$ cat src/hdl/particle_sensor_uart_sequencer_macros.svh
// assertion macros shared by the sequencer
`ifndef PARTICLE_SENSOR_UART_SEQUENCER_MACROS_SVH
`define PARTICLE_SENSOR_UART_SEQUENCER_MACROS_SVH

// same-cycle implication, held off while reset is low
`define PSUS_ASSERT_NOW(lbl, ante, cons, msg) \
    lbl: assert property (@(posedge i_clk) disable iff (!i_rst_n) (ante) |-> (cons)) \
        else $error(msg);

// next-cycle implication, held off while reset is low
`define PSUS_ASSERT_NEXT(lbl, ante, cons, msg) \
    lbl: assert property (@(posedge i_clk) disable iff (!i_rst_n) (ante) |=> (cons)) \
        else $error(msg);

`endif

$ cat src/hdl/psus_pkg.sv
`default_nettype none

package psus_pkg;

    localparam int CFG_IDX_W  = 3;
    localparam int CFG_DATA_W = 16;

    localparam logic [CFG_IDX_W-1:0] CFG_POLL_INTERVAL  = 3'd0;
    localparam logic [CFG_IDX_W-1:0] CFG_REPLY_TIMEOUT  = 3'd1;
    localparam logic [CFG_IDX_W-1:0] CFG_POWER_OFF_TIME = 3'd2;
    localparam logic [CFG_IDX_W-1:0] CFG_WARMUP_TIME    = 3'd3;
    localparam logic [CFG_IDX_W-1:0] CFG_COMMAND_GAP    = 3'd4;
    localparam logic [CFG_IDX_W-1:0] CFG_ERROR_WAIT     = 3'd5;
    localparam logic [CFG_IDX_W-1:0] CFG_RETRY_LIMIT    = 3'd6;

    // reply bytes kept for parsing
    localparam int RX_KEEP = 10;

    localparam logic [7:0] ACK_BYTE   = 8'hA5;
    localparam logic [7:0] HDR_BYTE0  = 8'h40;
    localparam logic [7:0] HDR_BYTE1  = 8'h05;
    localparam logic [7:0] HDR_BYTE2  = 8'h04;

    typedef enum logic [1:0] {
        FR_AUTOSTOP = 2'd0,
        FR_STOP     = 2'd1,
        FR_START    = 2'd2,
        FR_READ     = 2'd3
    } t_frame;

    typedef struct packed {
        logic [15:0] poll_interval;
        logic [15:0] reply_timeout;
        logic [15:0] power_off_time;
        logic [15:0] warmup_time;
        logic [15:0] command_gap;
        logic [15:0] error_wait;
        logic [7:0]  retry_limit;
    } t_cfg;

    typedef struct packed {
        logic        sensor_power;
        logic [15:0] pm2_5_value;
        logic [15:0] pm10_value;
        logic        reading_valid;
        logic        error_flag;
        logic [31:0] fault_count;
        logic [31:0] recovery_count;
    } t_status;

    typedef struct packed {
        logic   send;
        t_frame frame;
    } t_tx_req;

    function automatic logic [7:0] frame_byte(t_frame fr, logic [1:0] beat);
        logic [7:0] b;
        case (beat)
            2'd0: b = 8'h68;
            2'd1: b = 8'h01;
            2'd2: begin
                case (fr)
                    FR_AUTOSTOP: b = 8'h20;
                    FR_STOP:     b = 8'h02;
                    FR_START:    b = 8'h01;
                    FR_READ:     b = 8'h04;
                    default:     b = 8'h00;
                endcase
            end
            default: begin
                case (fr)
                    FR_AUTOSTOP: b = 8'h77;
                    FR_STOP:     b = 8'h95;
                    FR_START:    b = 8'h96;
                    FR_READ:     b = 8'h93;
                    default:     b = 8'h00;
                endcase
            end
        endcase
        return b;
    endfunction

endpackage

`default_nettype wire

$ cat src/hdl/psus_in_if.sv
`default_nettype none

interface psus_in_if;
    logic       valid;
    logic       ready;
    logic       command;
    logic [7:0] rx_byte;

    modport source (output valid, output command, output rx_byte, input ready);
    modport sink   (input valid, input command, input rx_byte, output ready);
endinterface

`default_nettype wire

$ cat src/hdl/psus_out_if.sv
`default_nettype none

interface psus_out_if;
    logic        valid;
    logic        ready;
    logic        tx_valid;
    logic [7:0]  tx_byte;
    logic        last;
    logic        sensor_power;
    logic [15:0] pm2_5_value;
    logic [15:0] pm10_value;
    logic        reading_valid;
    logic        error_flag;
    logic [31:0] fault_count;
    logic [31:0] recovery_count;

    modport source (
        output valid, output tx_valid, output tx_byte, output last, output sensor_power,
        output pm2_5_value, output pm10_value, output reading_valid, output error_flag,
        output fault_count, output recovery_count, input ready
    );
    modport sink (
        input valid, input tx_valid, input tx_byte, input last, input sensor_power,
        input pm2_5_value, input pm10_value, input reading_valid, input error_flag,
        input fault_count, input recovery_count, output ready
    );
endinterface

`default_nettype wire

$ cat src/hdl/particle_sensor_uart_sequencer.sv
// Particle sensor serial-link sequencer. Each input item is a millisecond tick
// (command 0) or a byte received from the sensor (command 1); it updates the
// sequencer state in the cycle it is accepted. An item that sends no frame gives
// one result, with last set; an item that starts a command frame gives four
// results carrying the frame bytes in order, all showing the status after that
// item. One item is taken per cycle while results are taken at once and no
// frame is sent; after a frame item the output stage sends its four bytes and
// the next item enters with the fourth. Configuration registers are written
// through i_cfg_we/i_cfg_idx/i_cfg_data; the user must write only while the
// block is idle (unchecked); an index past the retry limit register is ignored.
`default_nettype none

`include "particle_sensor_uart_sequencer_macros.svh"

module particle_sensor_uart_sequencer #(
    parameter int RX_MAX_BYTES = 16
) (
    input  wire logic                           i_clk,
    input  wire logic                           i_rst_n,
    input  wire logic                           i_cfg_we,
    input  wire logic [psus_pkg::CFG_IDX_W-1:0]  i_cfg_idx,
    input  wire logic [psus_pkg::CFG_DATA_W-1:0] i_cfg_data,
    psus_in_if.sink                             i_in,
    psus_out_if.source                          o_out
);
    import psus_pkg::*;

    t_cfg    cfg;
    t_status status_next;
    t_tx_req tx_req;
    logic    in_ready;
    logic    accept;
    logic    out_fire;
    logic    tx_busy;
    logic    mid_frame;
    logic    both_flags;

    assign i_in.ready = in_ready;
    assign accept     = i_in.valid && in_ready;

    psus_cfg_regs u_cfg (
        .i_clk      (i_clk),
        .i_rst_n    (i_rst_n),
        .i_cfg_we   (i_cfg_we),
        .i_cfg_idx  (i_cfg_idx),
        .i_cfg_data (i_cfg_data),
        .o_cfg      (cfg)
    );

    psus_core #(
        .RX_MAX_BYTES (RX_MAX_BYTES)
    ) u_core (
        .i_clk     (i_clk),
        .i_rst_n   (i_rst_n),
        .i_accept  (accept),
        .i_command (i_in.command),
        .i_rx_byte (i_in.rx_byte),
        .i_cfg     (cfg),
        .o_status  (status_next),
        .o_tx      (tx_req)
    );

    psus_out_stage u_out (
        .i_clk    (i_clk),
        .i_rst_n  (i_rst_n),
        .i_load   (accept),
        .i_status (status_next),
        .i_tx     (tx_req),
        .o_ready  (in_ready),
        .o_out    (o_out)
    );

    assign out_fire   = o_out.valid && o_out.ready;
    assign tx_busy    = o_out.valid && o_out.tx_valid;
    assign mid_frame  = tx_busy && !o_out.last;
    assign both_flags = o_out.reading_valid && o_out.error_flag;

    // a frame in flight keeps going until its fourth byte
    `PSUS_ASSERT_NEXT(a_frame_continues, out_fire && mid_frame, tx_busy, "frame cut short")
    // no item enters while a frame byte other than the last is pending
    `PSUS_ASSERT_NOW(a_no_accept_mid_frame, mid_frame, !i_in.ready, "item taken mid frame")
    // a good reading is only possible once the error has been cleared
    `PSUS_ASSERT_NOW(a_valid_excludes_error, o_out.valid, !both_flags, "valid with error")

endmodule

`default_nettype wire

$ cat src/hdl/psus_cfg_regs.sv
`default_nettype none

module psus_cfg_regs (
    input  wire logic                           i_clk,
    input  wire logic                           i_rst_n,
    input  wire logic                           i_cfg_we,
    input  wire logic [psus_pkg::CFG_IDX_W-1:0]  i_cfg_idx,
    input  wire logic [psus_pkg::CFG_DATA_W-1:0] i_cfg_data,
    output psus_pkg::t_cfg                       o_cfg
);
    import psus_pkg::*;

    t_cfg r_cfg;

    always_ff @(posedge i_clk) begin
        if (!i_rst_n) begin
            r_cfg.poll_interval  <= 16'd1000;
            r_cfg.reply_timeout  <= 16'd100;
            r_cfg.power_off_time <= 16'd1000;
            r_cfg.warmup_time    <= 16'd500;
            r_cfg.command_gap    <= 16'd100;
            r_cfg.error_wait     <= 16'd1000;
            r_cfg.retry_limit    <= 8'd10;
        end else if (i_cfg_we) begin
            case (i_cfg_idx)
                CFG_POLL_INTERVAL:  r_cfg.poll_interval  <= i_cfg_data;
                CFG_REPLY_TIMEOUT:  r_cfg.reply_timeout  <= i_cfg_data;
                CFG_POWER_OFF_TIME: r_cfg.power_off_time <= i_cfg_data;
                CFG_WARMUP_TIME:    r_cfg.warmup_time    <= i_cfg_data;
                CFG_COMMAND_GAP:    r_cfg.command_gap    <= i_cfg_data;
                CFG_ERROR_WAIT:     r_cfg.error_wait     <= i_cfg_data;
                CFG_RETRY_LIMIT:    r_cfg.retry_limit    <= i_cfg_data[7:0];
                default: ;
            endcase
        end
    end

    assign o_cfg = r_cfg;

endmodule

`default_nettype wire

$ cat src/hdl/psus_core.sv
`default_nettype none

module psus_core #(
    parameter int RX_MAX_BYTES = 16
) (
    input  wire logic             i_clk,
    input  wire logic             i_rst_n,
    input  wire logic             i_accept,
    input  wire logic             i_command,
    input  wire logic [7:0]       i_rx_byte,
    input  wire psus_pkg::t_cfg   i_cfg,
    output psus_pkg::t_status     o_status,
    output psus_pkg::t_tx_req     o_tx
);
    import psus_pkg::*;

    localparam int LW = $clog2(RX_MAX_BYTES + 1);

    typedef enum logic [3:0] {
        PH_POWER_OFF = 4'd0,
        PH_AS_GAP    = 4'd1,
        PH_AS_REPLY  = 4'd2,
        PH_ST_GAP    = 4'd3,
        PH_ST_REPLY  = 4'd4,
        PH_SR_GAP    = 4'd5,
        PH_SR_REPLY  = 4'd6,
        PH_RD_GAP    = 4'd7,
        PH_RD_REPLY  = 4'd8,
        PH_ERR_WAIT  = 4'd9
    } t_phase;

    t_phase      r_phase, n_phase;
    logic [15:0] r_timer, n_timer;
    logic [7:0]  r_retry, n_retry;
    logic [LW-1:0] r_rxlen, n_rxlen;
    logic [7:0]  r_bytes [RX_KEEP];
    logic [7:0]  n_bytes [RX_KEEP];
    logic [15:0] r_pm25, n_pm25;
    logic [15:0] r_pm10, n_pm10;
    logic        r_valid, n_valid;
    logic        r_err, n_err;
    logic [31:0] r_errcnt, n_errcnt;
    logic [31:0] r_recov, n_recov;
    logic        r_power, n_power;

    logic [15:0]   timer_inc;
    logic [LW-1:0] rd_next;
    logic [LW-1:0] rd_len;
    logic          wr_en;
    logic [3:0]    wr_idx;
    logic          cmd_done, cmd_ok, rd_done;
    logic          hdr10, hdr8, rd_good;
    logic [7:0]    sum10, sum8;
    t_tx_req       tx;

    assign timer_inc = (r_timer == 16'hFFFF) ? r_timer : r_timer + 16'd1;
    assign rd_next   = r_rxlen + LW'(1);

    // reply parsing works on the bytes as they stand after this item
    assign sum10 = n_bytes[2] + n_bytes[3] + n_bytes[4] + n_bytes[5]
                 + n_bytes[6] + n_bytes[7] + n_bytes[8] + n_bytes[9];
    assign sum8  = n_bytes[0] + n_bytes[1] + n_bytes[2] + n_bytes[3]
                 + n_bytes[4] + n_bytes[5] + n_bytes[6] + n_bytes[7];
    assign hdr10 = (rd_len == LW'(10)) && (n_bytes[2] == HDR_BYTE0)
                 && (n_bytes[3] == HDR_BYTE1) && (n_bytes[4] == HDR_BYTE2);
    assign hdr8  = (rd_len == LW'(8)) && (n_bytes[0] == HDR_BYTE0)
                 && (n_bytes[1] == HDR_BYTE1) && (n_bytes[2] == HDR_BYTE2);
    assign rd_good = (hdr10 && (sum10 == 8'd0)) || (hdr8 && (sum8 == 8'd0));

    // byte capture into the reply buffer
    always_comb begin
        wr_en  = 1'b0;
        wr_idx = 4'd0;
        rd_len = r_rxlen;
        if (i_accept && i_command) begin
            case (r_phase)
                PH_AS_REPLY, PH_ST_REPLY, PH_SR_REPLY: begin
                    wr_en  = 1'b1;
                    wr_idx = {3'd0, r_rxlen[0]};
                end
                PH_RD_REPLY: begin
                    wr_en  = (r_rxlen < LW'(RX_KEEP));
                    wr_idx = r_rxlen[3:0];
                    rd_len = rd_next;
                end
                default: ;
            endcase
        end
    end

    always_comb begin
        for (int i = 0; i < RX_KEEP; i++) begin
            n_bytes[i] = (wr_en && (wr_idx == 4'(i))) ? i_rx_byte : r_bytes[i];
        end
    end

    always_comb begin
        n_phase  = r_phase;
        n_timer  = r_timer;
        n_retry  = r_retry;
        n_rxlen  = r_rxlen;
        n_pm25   = r_pm25;
        n_pm10   = r_pm10;
        n_valid  = r_valid;
        n_err    = r_err;
        n_errcnt = r_errcnt;
        n_recov  = r_recov;
        n_power  = r_power;
        cmd_done = 1'b0;
        cmd_ok   = 1'b0;
        rd_done  = 1'b0;
        tx.send  = 1'b0;
        tx.frame = FR_AUTOSTOP;

        if (i_accept) begin
            if (!i_command) begin
                n_timer = timer_inc;
                case (r_phase)
                    PH_POWER_OFF: begin
                        n_power = 1'b0;
                        if (timer_inc >= i_cfg.power_off_time) begin
                            n_power = 1'b1;
                            n_retry = 8'd0;
                            n_timer = 16'd0;
                            n_phase = PH_AS_GAP;
                        end
                    end
                    PH_AS_GAP: begin
                        if (timer_inc >= i_cfg.warmup_time) begin
                            tx.send  = 1'b1;
                            tx.frame = FR_AUTOSTOP;
                            n_timer  = 16'd0;
                            n_rxlen  = '0;
                            n_phase  = PH_AS_REPLY;
                        end
                    end
                    PH_ST_GAP: begin
                        if (timer_inc >= i_cfg.command_gap) begin
                            tx.send  = 1'b1;
                            tx.frame = FR_STOP;
                            n_timer  = 16'd0;
                            n_rxlen  = '0;
                            n_phase  = PH_ST_REPLY;
                        end
                    end
                    PH_SR_GAP: begin
                        if (timer_inc >= i_cfg.command_gap) begin
                            tx.send  = 1'b1;
                            tx.frame = FR_START;
                            n_timer  = 16'd0;
                            n_rxlen  = '0;
                            n_phase  = PH_SR_REPLY;
                        end
                    end
                    PH_RD_GAP: begin
                        if (timer_inc >= i_cfg.poll_interval) begin
                            tx.send  = 1'b1;
                            tx.frame = FR_READ;
                            n_timer  = 16'd0;
                            n_rxlen  = '0;
                            n_phase  = PH_RD_REPLY;
                        end
                    end
                    PH_AS_REPLY, PH_ST_REPLY, PH_SR_REPLY: begin
                        if (timer_inc >= i_cfg.reply_timeout) begin
                            cmd_done = 1'b1;
                        end
                    end
                    PH_RD_REPLY: begin
                        if (timer_inc >= i_cfg.reply_timeout) begin
                            rd_done = 1'b1;
                        end
                    end
                    PH_ERR_WAIT: begin
                        if (timer_inc >= i_cfg.error_wait) begin
                            n_power = 1'b0;
                            n_timer = 16'd0;
                            n_phase = PH_POWER_OFF;
                        end
                    end
                    default: begin
                        n_power = 1'b0;
                        n_timer = 16'd0;
                        n_rxlen = '0;
                        n_phase = PH_POWER_OFF;
                    end
                endcase
            end else begin
                case (r_phase)
                    PH_AS_REPLY, PH_ST_REPLY, PH_SR_REPLY: begin
                        // ack is two bytes, decided on the second
                        n_rxlen = LW'({1'b0, r_rxlen[0]}) + LW'(1);
                        if (r_rxlen[0]) begin
                            cmd_done = 1'b1;
                            cmd_ok   = (r_bytes[0] == ACK_BYTE) && (i_rx_byte == ACK_BYTE);
                        end
                    end
                    PH_RD_REPLY: begin
                        n_rxlen = rd_next;
                        if (rd_next >= LW'(RX_MAX_BYTES)) begin
                            rd_done = 1'b1;
                        end
                    end
                    default: ;
                endcase
            end

            if (cmd_done) begin
                n_rxlen = '0;
                if (r_phase == PH_AS_REPLY) begin
                    if (cmd_ok) begin
                        n_err   = 1'b0;
                        n_recov = r_recov + 32'd1;
                        n_timer = 16'd0;
                        n_phase = PH_ST_GAP;
                    end else if (r_retry < i_cfg.retry_limit) begin
                        n_retry = r_retry + 8'd1;
                        n_timer = 16'd0;
                        n_phase = PH_AS_GAP;
                    end else begin
                        n_errcnt = r_err ? r_errcnt : r_errcnt + 32'd1;
                        n_err    = 1'b1;
                        n_valid  = 1'b0;
                        n_timer  = 16'd0;
                        n_phase  = PH_ERR_WAIT;
                    end
                end else if (cmd_ok) begin
                    n_timer = 16'd0;
                    n_phase = (r_phase == PH_ST_REPLY) ? PH_SR_GAP : PH_RD_GAP;
                end else begin
                    n_errcnt = r_err ? r_errcnt : r_errcnt + 32'd1;
                    n_err    = 1'b1;
                    n_valid  = 1'b0;
                    n_timer  = 16'd0;
                    n_phase  = PH_ERR_WAIT;
                end
            end

            if (rd_done) begin
                n_rxlen = '0;
                if (rd_good) begin
                    n_pm25  = hdr10 ? {n_bytes[5], n_bytes[6]} : {n_bytes[3], n_bytes[4]};
                    n_pm10  = hdr10 ? {n_bytes[7], n_bytes[8]} : {n_bytes[5], n_bytes[6]};
                    n_valid = 1'b1;
                    n_timer = 16'd0;
                    n_phase = PH_RD_GAP;
                end else begin
                    n_errcnt = r_err ? r_errcnt : r_errcnt + 32'd1;
                    n_err    = 1'b1;
                    n_valid  = 1'b0;
                    n_timer  = 16'd0;
                    n_phase  = PH_ERR_WAIT;
                end
            end
        end
    end

    always_ff @(posedge i_clk) begin
        r_bytes <= n_bytes;
        if (!i_rst_n) begin
            r_phase  <= PH_POWER_OFF;
            r_timer  <= 16'd0;
            r_retry  <= 8'd0;
            r_rxlen  <= '0;
            r_pm25   <= 16'd0;
            r_pm10   <= 16'd0;
            r_valid  <= 1'b0;
            r_err    <= 1'b0;
            r_errcnt <= 32'd0;
            r_recov  <= 32'd0;
            r_power  <= 1'b0;
        end else begin
            r_phase  <= n_phase;
            r_timer  <= n_timer;
            r_retry  <= n_retry;
            r_rxlen  <= n_rxlen;
            r_pm25   <= n_pm25;
            r_pm10   <= n_pm10;
            r_valid  <= n_valid;
            r_err    <= n_err;
            r_errcnt <= n_errcnt;
            r_recov  <= n_recov;
            r_power  <= n_power;
        end
    end

    always_comb begin
        o_status.sensor_power   = n_power;
        o_status.pm2_5_value    = n_pm25;
        o_status.pm10_value     = n_pm10;
        o_status.reading_valid  = n_valid;
        o_status.error_flag     = n_err;
        o_status.fault_count    = n_errcnt;
        o_status.recovery_count = n_recov;
    end

    assign o_tx = tx;

endmodule

`default_nettype wire

$ cat src/hdl/psus_out_stage.sv
`default_nettype none

module psus_out_stage (
    input  wire logic               i_clk,
    input  wire logic               i_rst_n,
    input  wire logic               i_load,
    input  wire psus_pkg::t_status  i_status,
    input  wire psus_pkg::t_tx_req  i_tx,
    output logic                    o_ready,
    psus_out_if.source              o_out
);
    import psus_pkg::*;

    logic       r_valid;
    logic       r_tx;
    logic [1:0] r_beat;
    t_frame     r_frame;
    t_status    r_status;
    logic       last_beat;

    assign last_beat = !r_tx || (r_beat == 2'd3);
    // a new item may enter as the final result of the previous one leaves
    assign o_ready   = !r_valid || (o_out.ready && last_beat);

    always_ff @(posedge i_clk) begin
        if (!i_rst_n) begin
            r_valid <= 1'b0;
            r_tx    <= 1'b0;
            r_beat  <= 2'd0;
        end else if (i_load) begin
            r_valid <= 1'b1;
            r_tx    <= i_tx.send;
            r_beat  <= 2'd0;
        end else if (r_valid && o_out.ready) begin
            if (last_beat) begin
                r_valid <= 1'b0;
            end else begin
                r_beat <= r_beat + 2'd1;
            end
        end
    end

    always_ff @(posedge i_clk) begin
        if (i_load) begin
            r_frame  <= i_tx.frame;
            r_status <= i_status;
        end
    end

    assign o_out.valid          = r_valid;
    assign o_out.tx_valid       = r_tx;
    assign o_out.tx_byte        = r_tx ? frame_byte(r_frame, r_beat) : 8'd0;
    assign o_out.last           = last_beat;
    assign o_out.sensor_power   = r_status.sensor_power;
    assign o_out.pm2_5_value    = r_status.pm2_5_value;
    assign o_out.pm10_value     = r_status.pm10_value;
    assign o_out.reading_valid  = r_status.reading_valid;
    assign o_out.error_flag     = r_status.error_flag;
    assign o_out.fault_count    = r_status.fault_count;
    assign o_out.recovery_count = r_status.recovery_count;

endmodule

`default_nettype wire

$ cat src/flat_wrapper.sv
// flat-port wrapper written by rule: the top's interface ports become plain ports
module particle_sensor_uart_sequencer_flat import psus_pkg::*;
#(
    parameter int RX_MAX_BYTES = 16
)
  (i_clk, i_rst_n, i_cfg_we, i_cfg_idx, i_cfg_data, i_in_valid, i_in_command, i_in_rx_byte, i_in_ready, o_out_valid, o_out_tx_valid, o_out_tx_byte, o_out_last, o_out_sensor_power, o_out_pm2_5_value, o_out_pm10_value, o_out_reading_valid, o_out_error_flag, o_out_fault_count, o_out_recovery_count, o_out_ready);
  psus_in_if i_in_i ();
  psus_out_if o_out_i ();
  input  wire logic i_clk;
  input  wire logic i_rst_n;
  input  wire logic i_cfg_we;
  input  wire logic [psus_pkg::CFG_IDX_W-1:0] i_cfg_idx;
  input  wire logic [psus_pkg::CFG_DATA_W-1:0] i_cfg_data;
  input wire logic [$bits(i_in_i.valid)-1:0] i_in_valid;
  input wire logic [$bits(i_in_i.command)-1:0] i_in_command;
  input wire logic [$bits(i_in_i.rx_byte)-1:0] i_in_rx_byte;
  output wire logic [$bits(i_in_i.ready)-1:0] i_in_ready;
  output wire logic [$bits(o_out_i.valid)-1:0] o_out_valid;
  output wire logic [$bits(o_out_i.tx_valid)-1:0] o_out_tx_valid;
  output wire logic [$bits(o_out_i.tx_byte)-1:0] o_out_tx_byte;
  output wire logic [$bits(o_out_i.last)-1:0] o_out_last;
  output wire logic [$bits(o_out_i.sensor_power)-1:0] o_out_sensor_power;
  output wire logic [$bits(o_out_i.pm2_5_value)-1:0] o_out_pm2_5_value;
  output wire logic [$bits(o_out_i.pm10_value)-1:0] o_out_pm10_value;
  output wire logic [$bits(o_out_i.reading_valid)-1:0] o_out_reading_valid;
  output wire logic [$bits(o_out_i.error_flag)-1:0] o_out_error_flag;
  output wire logic [$bits(o_out_i.fault_count)-1:0] o_out_fault_count;
  output wire logic [$bits(o_out_i.recovery_count)-1:0] o_out_recovery_count;
  input wire logic [$bits(o_out_i.ready)-1:0] o_out_ready;
  assign i_in_i.valid = i_in_valid;
  assign i_in_i.command = i_in_command;
  assign i_in_i.rx_byte = i_in_rx_byte;
  assign i_in_ready = i_in_i.ready;
  assign o_out_valid = o_out_i.valid;
  assign o_out_tx_valid = o_out_i.tx_valid;
  assign o_out_tx_byte = o_out_i.tx_byte;
  assign o_out_last = o_out_i.last;
  assign o_out_sensor_power = o_out_i.sensor_power;
  assign o_out_pm2_5_value = o_out_i.pm2_5_value;
  assign o_out_pm10_value = o_out_i.pm10_value;
  assign o_out_reading_valid = o_out_i.reading_valid;
  assign o_out_error_flag = o_out_i.error_flag;
  assign o_out_fault_count = o_out_i.fault_count;
  assign o_out_recovery_count = o_out_i.recovery_count;
  assign o_out_i.ready = o_out_ready;
  particle_sensor_uart_sequencer #(.RX_MAX_BYTES(RX_MAX_BYTES)) u_core (.i_clk(i_clk), .i_rst_n(i_rst_n), .i_cfg_we(i_cfg_we), .i_cfg_idx(i_cfg_idx), .i_cfg_data(i_cfg_data), .i_in(i_in_i), .o_out(o_out_i));
endmodule
$ cat config.mk
export PLATFORM = sky130hd
export DESIGN_NAME = particle_sensor_uart_sequencer_flat
export DESIGN_NICKNAME = d
export VERILOG_FILES = /design/src/hdl/psus_pkg.sv /design/src/hdl/psus_in_if.sv /design/src/hdl/psus_out_if.sv /design/src/hdl/particle_sensor_uart_sequencer.sv /design/src/hdl/psus_cfg_regs.sv /design/src/hdl/psus_core.sv /design/src/hdl/psus_out_stage.sv /design/src/flat_wrapper.sv
export VERILOG_INCLUDE_DIRS = /design/src /design/src/hdl
export SDC_FILE = /design/constraint.sdc
export NUM_CORES = 1
export LEC_CHECK = 0
export BUFFER_PORTS_ARGS = -buffer_cell sky130_fd_sc_hd__buf_2
export CAP_MARGIN = 10
export CELL_PAD_IN_SITES_DETAIL_PLACEMENT = 1
export CELL_PAD_IN_SITES_GLOBAL_PLACEMENT = 1
export CORE_MARGIN = 2
export CORE_UTILIZATION = 40
export DETAILED_ROUTE_END_ITERATION = 10
export PLACE_DENSITY_LB_ADDON = 0.05
export SKIP_CTS_REPAIR_TIMING = 1
export SYNTH_ARGS = -nofsm -noshare
export SYNTH_HDL_FRONTEND = slang
export SYNTH_SLANG_ARGS = --single-unit
$ cat constraint.sdc
create_clock -name i_clk -period 28.2 [get_ports i_clk]
set_clock_uncertainty 0.15 [all_clocks]
set_input_delay 1.41 -clock i_clk [delete_from_list [all_inputs] [get_ports i_clk]]
set_output_delay 1.41 -clock i_clk [all_outputs]
set_load 0.02 [all_outputs]
==> out/qor.csv <==
metric,value,unit
io_pins,144,
r2r-end,u_core.u_core.r_pm10[1]$_SDFF_PN0_,
root_buffer,clkbuf_16,
final.setup.tns,0,ns
min_period,9.93,ns
syn_avg_cell_area,9.57,um^2
cts_tree,yes,
htreeDepth,2,
placedCellCount,3215,
critPathLaunchType,primary input,
worstRegToRegCells,30,
required,28.53,ns
final_nets,2752,
critPathMaxFanout,55,
p_per_area,52.1,nW/um^2
drive_above_1_share,12.8,%
arrival,10.26,ns
drt-wirelength-per-cell,20.0,um
grt_use_total,22.4,%
io_buffers,143,
setup_viol,0,
gp_congestion,0.873,
synth-edff-count,101,
dieArea,59200,um^2
hold_violations,0,
path_clk_slew,0.06,ns
worst_slew_pin_slew,1.10,ns
hold-path-cell-count,2,
rsz0062_at_grt,no,
clk-insertion-delay-late,0.60,ns
r2r-start,u_core.u_out.r_beat[1]$_SDFFE_PP0P_,
leakagePower,11.1,nW
initial_core_util,40.5,%
fin_hold_ws,0.304,ns
cts_buffer_depth,3,
grt_antenna_before_repair,0,
netlist_area,22900,um^2
critPathSlowestCell,nor2_1,
final_antenna_net_count,0,
viasPerCell,5.29,
cts_buffers,50,
crit_path_end_kind,flop,
die_h,243,um
grt_pass1_vias,18700,
drcViolationCount,0,
yosys_warnings,0,
drv_slew,0,
hold_path_end,u_core.u_cfg.o_cfg[35]$_SDFFE_PN0P_,
crit_top_cell,fa_1,
swShare,23.7,%
clock_sinks,421,
gr-total-overflow,0,
rrSetupSlack,18.34,ns
core,56500,um^2
routed_wl,66200,um
finalCritPeriodShare,35.2,%
min-delay-start,u_core.u_cfg.o_cfg[35]$_SDFFE_PN0P_,
antennaDiodeCount,0,
synthToLayoutAreaGrowth,13.6,%
timing_worst_setup_path_type,in -> reg,
relSlewSlack,26.8,%
async_reset_ff_share,0,%
dieWidth,243,um
syn-instance-count,2393,
intPower,1.03,mW
synth_fp_nets,2634,
rows,87,
switchingPower,322,uW
hold_path_class,reg -> reg,
dr.pass1.iters,7,
ir_worst_vdd,0.0000444,V
status,"finished, final reports clean",
combPwrFrac,5.3,%
p_clk_share,47.7,%
ys_ff_latch,421,
dp_hpwl,48000,um
critical-path-max-stage-delay,0.85,ns
synthDistinctLibCells,82,
ys.flop_type,dfxtp_1,
final_cells,3308,
grt_max_degree,96,
ys_seq_area_share,41.2,%
fmax,0.101,GHz
drt_iter0_markers,696,
grt_pass1_wl,105000,um
p_seq_share,47.0,%
cap_violations,0,
dr_total_vias,17500,
[flip-flops by register name (all words and copies together) (netlist names), 32 cells and up]
name,flops
u_core.u_core.r_errcnt,32
u_core.u_cfg.o_cfg,104
u_core.u_out.o_out.fault_count,32
u_core.u_out.o_out.recovery_count,32
u_core.u_core.r_bytes,80
u_core.u_core.r_recov,32
[routing by layer]
layer	wire length, um	share of wire [%]	track usage, %
met1	29400	44	28.6
met5	0	0	0
met3	1960	3.0	2.50
met2	32900	50	39.6
met4	1900	2.9	7.34
[worst max-delay path, delay by kind of cell]
family | cells | cell delay, ns
AO/OA/AOI/OAI | 5 | 0.64
AND/OR/NAND/NOR | 8 | 2.54
buffers and inverters | 8 | 1.82
adder cells (fa/ha/maj) | 6 | 2.57
multiplexers | 3 | 1.22
[cells in the mapped netlist (7+ instances only)]
master / n / area share (%)
and2_1: 74 / 2.0
nor4b_1: 7 / 0.27
o211ai_1: 38 / 1.2
nand2_1: 298 / 4.9
mux2_4: 20 / 1.3
nor3b_1: 7 / 0.23
xor2_1: 48 / 1.8
buf_2: 7 / 0.15
a211oi_1: 15 / 0.49
inv_1: 228 / 3.7
nor3_1: 35 / 0.76
nand2b_1: 53 / 1.4
nor4_1: 13 / 0.36
clkbuf_1: 87 / 1.4
nor2b_1: 21 / 0.57
nor2_1: 109 / 1.8
a22oi_1: 16 / 0.52
o21ai_0: 49 / 1.1
nand3_1: 50 / 1.1
o21a_1: 9 / 0.30
a21oi_1: 150 / 3.3
a21o_1: 46 / 1.5
fa_1: 76 / 6.6
ha_1: 132 / 7.2
or3_1: 9 / 0.25
nand4_1: 46 / 1.3
mux2i_1: 104 / 4.5
a21boi_0: 8 / 0.26
xnor2_1: 51 / 2.0
edfxtp_1: 101 / 13
mux2_2: 29 / 1.4
dfxtp_1: 320 / 28
or2_2: 13 / 0.36
and3_1: 23 / 0.63
[cells by family after synthesis]
| family | synth area share [%] |
|---|---|
| flip-flops | 41.2 |
| AND/OR/NAND/NOR | 16.9 |
| multiplexers | 7.33 |
| AO/OA/AOI/OAI | 11.2 |
| buffers and inverters | 5.63 |
| XOR/XNOR | 3.88 |
| adder cells (fa/ha/maj) | 13.9 |
[placed cells by master (no fill, tap or decap), types with 48 or more instances in the layout]
cell type,count
dfxtp_1,320
nand2_1,298
inv_1,228
a21oi_1,150
buf_2,142
ha_1,132
nor2_1,108
mux2i_1,104
edfxtp_1,101
fa_1,76
and2_1,74
nand2b_1,53
xnor2_1,51
clkbuf_16,51
nand3_1,50
o21ai_0,49
xor2_1,48
[layout make-up]
| cell class | count | area (um^2) |
|---|---|---|
| multi-input combinational | 1638 | 12200 |
| inverter | 231 | 871 |
| clock buffer | 73 | 1410 |
| timing repair buffer | 169 | 913 |
| fill | 6421 | 30500 |
| clock inverter | 20 | 228 |
| sequential | 421 | 9440 |
| tap | 756 | 946 |
[how the worst max path moves through the flow]
stage                                                startpoint                                      endpoint  cells after the start
after detailed placement                             i_in_valid            u_core.u_core.r_pm10[1]$_SDFF_PN0_                     30
after global placement                               i_in_valid            u_core.u_core.r_pm10[3]$_SDFF_PN0_                     30
after floorplan                                      i_in_valid  u_core.u_out.o_out.pm2_5_value[14]$_DFFE_PN_                     28
final                                                i_in_valid            u_core.u_core.r_pm10[1]$_SDFF_PN0_                     30
after CTS                 u_core.u_core.r_phase[3]$_SDFFE_PN0P_            u_core.u_core.r_pm10[1]$_SDFF_PN0_                     27
after global routing        u_core.u_out.r_beat[1]$_SDFFE_PP0P_            u_core.u_core.r_pm10[1]$_SDFF_PN0_                     30
[power groups by stage]
stage	clock, mW	sequential (mW)	combinational [mW]
floorplan	0	0.662	0.0308
global placement	0	0.650	0.0716
detailed placement	0	0.650	0.0730
CTS	0.667	0.637	0.0732
global route	0.689	0.638	0.0787
finish	0.647	0.636	0.0718
[per-stage QoR]
stage          setup WS, ns  util [%]  area, um^2  power, mW
2_1_floorplan         16.39         -       22900      0.692
3_3_place_gp          18.01      43.1       24400      0.721
3_5_place_dp          17.65      43.1       24400      0.723
4_1_cts               18.34      46.0       26000       1.38
5_1_grt               17.76      46.0       26000       1.40
6_report              18.27      46.0       26000       1.35
(Power assumes the default switching activity.)
